===== src/rtl/sems_pkg.sv =====
// ----------------------------------------------------------------------------
// sems_pkg
// types and constants shared by the shifted ensemble mean and deviation block
// ----------------------------------------------------------------------------
package sems_pkg;

  localparam int unsigned SlotCount   = 16;
  localparam int unsigned SlotBits    = 4;
  localparam int unsigned DefSections = 16;
  localparam int unsigned DefPoints   = 1024;
  localparam int unsigned DefSample   = 16;

  localparam logic [1:0] OpWrite  = 2'd0;
  localparam logic [1:0] OpLength = 2'd1;
  localparam logic [1:0] OpEntry  = 2'd2;
  localparam logic [1:0] OpPoint  = 2'd3;

  localparam logic [1:0] RegSections = 2'd0;
  localparam logic [1:0] RegOutLen   = 2'd1;
  localparam logic [1:0] RegWantDev  = 2'd2;

  localparam logic [1:0] StOk    = 2'd0;
  localparam logic [1:0] StRange = 2'd1;
  localparam logic [1:0] StOne   = 2'd2;

  typedef struct packed {
    logic [1:0]         opcode;
    logic [3:0]         slot;
    logic [9:0]         sample_index;
    logic signed [15:0] sample_value;
    logic [10:0]        trace_length;
    logic [3:0]         entry;
    logic [9:0]         shift;
    logic [9:0]         point_index;
  } in_item_t;

  typedef struct packed {
    logic signed [23:0] mean_q8;
    logic [23:0]        deviation_q8;
    logic [1:0]         status;
  } out_item_t;

  // controller to datapath
  typedef struct packed {
    logic clr;      // clear accumulators, latch item
    logic chk;      // range check of current entry
    logic rd;       // issue trace read for current entry
    logic acc_sum;  // add returned sample
    logic mean;     // start mean divide
    logic acc_sq;   // add squared deviation
    logic var_div;  // start variance divide
    logic root;     // start root
    logic next;     // advance entry counter
    logic rst_cnt;  // restart entry counter
  } cmd_t;

  // datapath to controller
  typedef struct packed {
    logic last;     // entry counter at n-1
    logic div_done;
    logic root_done;
    logic bad;      // range error found
    logic n_one;
    logic want_dev;
  } stat_t;

endpackage


===== src/rtl/sems_ctrl.sv =====
// ----------------------------------------------------------------------------
// sems_ctrl
// sequencer for the range check, sum pass, deviation pass, divide and root
// ----------------------------------------------------------------------------
module sems_ctrl
  import sems_pkg::*;
(
  input  logic  clk_i,
  input  logic  rst_ni,
  input  logic  go_i,
  input  stat_t stat_i,
  output cmd_t  cmd_o,
  output logic  busy_o,
  output logic  done_o
);
  typedef enum logic [3:0] {
    S_IDLE, S_CHECK, S_RD1, S_SUM, S_MDIV, S_RD2, S_SQ, S_VDIV, S_ROOT, S_DONE
  } state_e;

  state_e state_q;
  logic   pend_q;

  always_comb begin
    cmd_o   = '0;
    busy_o  = (state_q != S_IDLE);
    done_o  = (state_q == S_DONE);
    case (state_q)
      S_IDLE:  cmd_o.clr = go_i;
      S_CHECK: begin
        cmd_o.chk = 1'b1;
        cmd_o.next = !stat_i.last;
        cmd_o.rst_cnt = stat_i.last;
      end
      S_RD1: begin
        cmd_o.rd = !pend_q;
        cmd_o.acc_sum = pend_q;
        cmd_o.next = pend_q && !stat_i.last;
        cmd_o.rst_cnt = pend_q && stat_i.last;
      end
      S_MDIV:  cmd_o.mean = !pend_q;
      S_RD2: begin
        cmd_o.rd = !pend_q;
        cmd_o.acc_sq = pend_q;
        cmd_o.next = pend_q && !stat_i.last;
      end
      S_VDIV:  cmd_o.var_div = !pend_q;
      S_ROOT:  cmd_o.root = !pend_q;
      default: ;
    endcase
  end

  always_ff @(posedge clk_i or negedge rst_ni) begin
    if (!rst_ni) begin
      state_q <= S_IDLE;
      pend_q  <= 1'b0;
    end else begin
      case (state_q)
        S_IDLE:  if (go_i) state_q <= S_CHECK;
        S_CHECK: if (stat_i.last) begin
          state_q <= S_RD1;
          pend_q  <= 1'b0;
        end
        S_RD1: begin
          pend_q <= !pend_q;
          if (pend_q && stat_i.last) begin
            state_q <= stat_i.bad ? S_DONE : S_MDIV;
          end
        end
        S_MDIV: begin
          pend_q <= 1'b1;
          if (stat_i.div_done) begin
            pend_q <= 1'b0;
            state_q <= (!stat_i.want_dev || stat_i.n_one) ? S_DONE : S_RD2;
          end
        end
        S_RD2: begin
          pend_q <= !pend_q;
          if (pend_q && stat_i.last) state_q <= S_VDIV;
        end
        S_VDIV: begin
          pend_q <= 1'b1;
          if (stat_i.div_done) begin
            pend_q  <= 1'b0;
            state_q <= S_ROOT;
          end
        end
        S_ROOT: begin
          pend_q <= 1'b1;
          if (stat_i.root_done) begin
            pend_q  <= 1'b0;
            state_q <= S_DONE;
          end
        end
        S_DONE:  state_q <= S_IDLE;
        default: state_q <= S_IDLE;
      endcase
    end
  end

  a_done_one: assert property (@(posedge clk_i) disable iff (!rst_ni)
    done_o |=> !done_o) else $error("done held");
  a_go_idle: assert property (@(posedge clk_i) disable iff (!rst_ni)
    cmd_o.clr |-> !busy_o) else $error("start while busy");
  a_one_unit: assert property (@(posedge clk_i) disable iff (!rst_ni)
    !(cmd_o.mean && cmd_o.root)) else $error("units overlap");
endmodule


===== config.mk =====
export PLATFORM = sky130hd
export DESIGN_NAME = sems_ctrl
export DESIGN_NICKNAME = d
export VERILOG_FILES = /design/src/rtl/sems_pkg.sv /design/src/rtl/sems_ctrl.sv
export SDC_FILE = /design/constraint.sdc
export NUM_CORES = 1
export LEC_CHECK = 0
export BUFFER_PORTS_ARGS = -buffer_cell sky130_fd_sc_hd__buf_2
export CORE_AREA = 2 2 39 41
export DETAILED_ROUTE_END_ITERATION = 10
export DIE_AREA = 0 0 41 43
export GPL_TIMING_DRIVEN = 0
export HOLD_SLACK_MARGIN = 0.12
export PLACE_DENSITY = 0.7
export SYNTH_ARGS = -nofsm -noshare
export SYNTH_HDL_FRONTEND = slang
export SYNTH_SLANG_ARGS = --single-unit

===== constraint.sdc =====
create_clock -name clk_i -period 2.49 [get_ports clk_i]
set_input_delay 0.498 -clock clk_i [delete_from_list [all_inputs] [get_ports clk_i]]
set_output_delay 0.498 -clock clk_i [all_outputs]
set_load 0.005 [all_outputs]

* Word-level counts from Yosys, hierarchy flattened
Cells that the tools add are included.
** Cells by class
- Equal/unequal tests :: 14
- Mux-type cells :: 24
- Reduce and logical (&&, ||, !) cells :: 13
** Operators by type and width (number)
- $mux 4 :: 9
- $pmux 4 s7 :: 1
- $ne 2x2->1 const B :: 7
- $eq 4x3->1 const B :: 3
- $mux 1 :: 11
- $eq 4x4->1 const B :: 2
- $reduce_bool 4->1 :: 2
- $reduce_and 7->1 :: 1
- $eq 4x1->1 const B :: 1
- $eq 4x2->1 const B :: 1
- $logic_not 4->1 :: 1
- $pmux 1 s2 :: 2
- $pmux 1 s4 :: 1
- $reduce_or 2->1 :: 2
- $logic_not 1->1 :: 3
- $logic_and 1x1->1 :: 2
- $reduce_and 2->1 :: 1
- $logic_or 1x1->1 :: 1
** Storage, ports and cells
- Bits in registers :: 5
- Input bits :: 9
- Output and inout bits :: 12
- Word-level logic and storage cells :: 53

* Logic depth before layout (Yosys ltp)
- Word-level depth :: 5
- Depth in mapped cells :: 6

* Least setup slack after synthesis
No wires, ideal clock.
- Path type :: register -> output
- From :: register state_q[0]
- To :: output cmd_o[6] (netlist bit)
- Data arrival time :: 1.260 ns
- Data required time :: 1.992 ns
- Slack :: 0.732 ns
- Stages on the path, launching flop included :: 6
- Buffers on the path :: 2
- Path through :: dfrtp_1 buf_6 clkbuf_1 nand2b_1 or2_2 nor3_1
** RTL lines
- start: declaration :: line sems_ctrl.sv:20 : state_e state_q;
- start signal: assignment :: line sems_ctrl.sv:66 : state_q <= stat_i.bad ? S_DONE : S_MDIV;
- start signal: assignment :: line sems_ctrl.sv:73 : state_q <= (!stat_i.want_dev || stat_i.n_one) ? S_DONE : S_RD2;
- end: declaration :: line sems_ctrl.sv:12 : output cmd_t cmd_o,

==> run summary <==
Antenna-violating nets left: 0
Max H-tree Level: 1
Max-cap violations: 0
Drt total wl: 1.43 mm
# setup viols final: 0
Metal2 WL: 674 um
Total number of vias: 665
Setup Crit Path Kind: reg -> out
Detailed Place HPWL: 1.04 mm
Sink Count: 5
Final worst clock skew: 0.00353 ns
Rel. slew slack: 68.3%
Worst path slowest cell: dfrtp_1
Post-CTS setup buffer count: 0
TritonCTS Buffers: 3
Hold slack: 0.608 ns
N_diodes: 0
Area of the multi-input gates: 380 um2
Status: complete, no violations
Placeable Area: 0.00138 mm2
Critical path fanouts, max: 10
Area delta synth->final: 28.2%
CTS tree: done
Pleak: 0.000346 uW
Slew Limit Fails: 0
PostCTS Resize Cnt: 0
Layout Nets: 111
Synth top cells by count: 9 x nor2_1, 8 x a21oi_1, 8 x nor3_1
Slew @ Worst Pin: 0.475 ns
Vias in the first global route: 531
PortBufs: 20
VDD IR max: 0.000758 V
Total track usage: 18.6%
Fmax: 0.443 GHz
Global-route wire length before repair: 2.28 mm
EDFF count, synth: 0
GP Congestion: 0.780
Drt drc: 0
Fin crit share: 90.7%
Layout cells sized above 1: 29.7%
Cell taking the most area after synthesis: dfrtp_1
Drt wl/cell: 12.2 um
Top-count cell post-synth: nor2_1
Die Ht: 43 um
Post-synth top flop: dfrtp_1
Synth Area per Inst: 7.31 um2
Crit path DAT: 1.76 ns
Final core utilization: 51.4%
Post-synth top area share: 22.5%
Die ar.: 0.00176 mm2
Clock Tree Buf Depth: 2
Clock transition at path regs: 0.04 ns
R2r startpoint: state_q[1]
#FFs+latches synth: 5
Final Hold Vio Count: 0
Syn Nets: 85
R2R Setup Slk: 0.64 ns
Worst Setup SP: state_q[1]
P per Cell Area: 1300 mW/mm2
FP Rows: 14
Initial antenna violation count: 0
Unique cell type count in the Yosys netlist: 31
Routed vias/inst: 5.68
CP peak stage delay: 0.49 ns
Cells after Synth: 76
Cell area after synthesis: 556 um2
Pre-antenna DRT Iters: 4
Overflow after GRT: 0
RSZ-0062 raised after global routing: false
DR iter-0 viols: 31
Met3 routed WL: 117 um
Largest cells by area after synthesis: dfrtp_1 23%, a21oi_1 7.2%, nor3_1 7.2%
CP Launch Type: register
IO Count: 21
Crit end category: primary output
Setup TNS Final: 0 ns
Ys async rst share: 100%
Worst path cell trace: clkbuf_1, nand2b_1, a21oi_1, a21oi_1, nor3_1, buf_2
Initial Util: 40.1%
Synth warnings: 0
Sequential share of the synthesized area: 22.5%
Fill count: 144
Largest net degree at the start of global routing: 11
Register area: 125 um2
Root Buffer: clkbuf_4
WP data required: 1.99 ns
HP Class: in -> async
Die X: 41 um
Min Tclk post-route: 2.26 ns
Metal-1 WL: 636 um
Clk_lat worst skew: 0.23 ns
Highest Signal Layer: met3
Most used cell, CP: a21oi_1
Placed Cells incl. Taps: 112
Non-filler cells, final: 117
worst max-delay path, delay by kind of cell, from the launching register on:
kind	cells	cell delay, ns
buffers and inverters	2	0.49
and+or+nand+nor	2	0.34
AOI/OAI and AO/OA	2	0.20
DFF	1	0.49
cell type report:
type                            count  share of cell area, %
Tap cell                           16                   2.81
Buffer                              7                   4.92
Timing Repair Buffer               21                   15.5
Inverter                            4                   2.11
Clock buffer                        4                   3.69
Multi-Input combinational cell     60                   53.4
Sequential cell                     5                   17.6
kinds of logic (layout without fill, tap and decap cells):
group | Yosys count | count (layout) | synth area share [%]
AND/OR/NAND/NOR | 37 | 37 | 35.8
AO/OA/AOI/OAI | 20 | 20 | 26.6
buffers and inverters | 11 | 36 | 9.01
flip-flops | 5 | 5 | 22.5
multiplexers | 3 | 3 | 6.08
per-stage QoR:
step,instance area [um2],total power (uW),worst slack (ns)
6_report,712,923,0.231
5_1_grt,712,1020,0.0297
4_1_cts,712,925,0.227
3_5_place_dp,676,827,0.495
3_3_place_gp,676,817,0.487
2_1_floorplan,556,654,0.732
sequential cells by signal, summed over array words and instances, names as in the netlist:
signal	flops
state_q	4
pend_q	1
where the power goes:
part / switching (uW) / total, uW / internal, uW / leakage, uW
combinational: 385 / 683 / 297 / 0.000266
clock: 29.1 / 89.4 / 60.3 / 0.0000150
sequential: 28.8 / 151 / 122 / 0.0000647
total: 443 / 923 / 480 / 0.000346
timing repair:
item	4_1_cts	5_1_grt
endpoints found under the setup margin	0	0
hold buffers	1	0
hold endpoints to repair	5	0
metal layers:
metal / global-route usage, % / vias to the layer above
met1: 25.5 / 304
met5: 0 / -
li1: - / 324
met4: 4.00 / 0
met3: 6.28 / 0
met2: 27.5 / 37
final timing paths:
path	endpoint	cells past startpoint
max	cmd_o[1]	6
min	pend_q	2
max reg2reg	state_q[1]	4
min reg2reg	state_q[3]	3
max in group asynchronous	state_q[1]	2
min in group clk_i	state_q[3]	3
cell usage in the layout, fill, tap and decap left out, types with 3 or more instances in the layout:
| cell type | Yosys | routed |
|---|---|---|
| buf_2 | 1 | 21 |
| nor2_1 | 9 | 9 |
| nor3_1 | 8 | 8 |
| a21oi_1 | 8 | 8 |
| clkbuf_1 | 4 | 5 |
| nand2_1 | 5 | 5 |
| nand2b_1 | 5 | 5 |
| dfrtp_1 | 5 | 5 |
| inv_1 | 4 | 4 |
| o21ai_0 | 3 | 3 |
| clkbuf_4 | 0 | 3 |
Note: power is estimated with default switching activity, not from simulation.
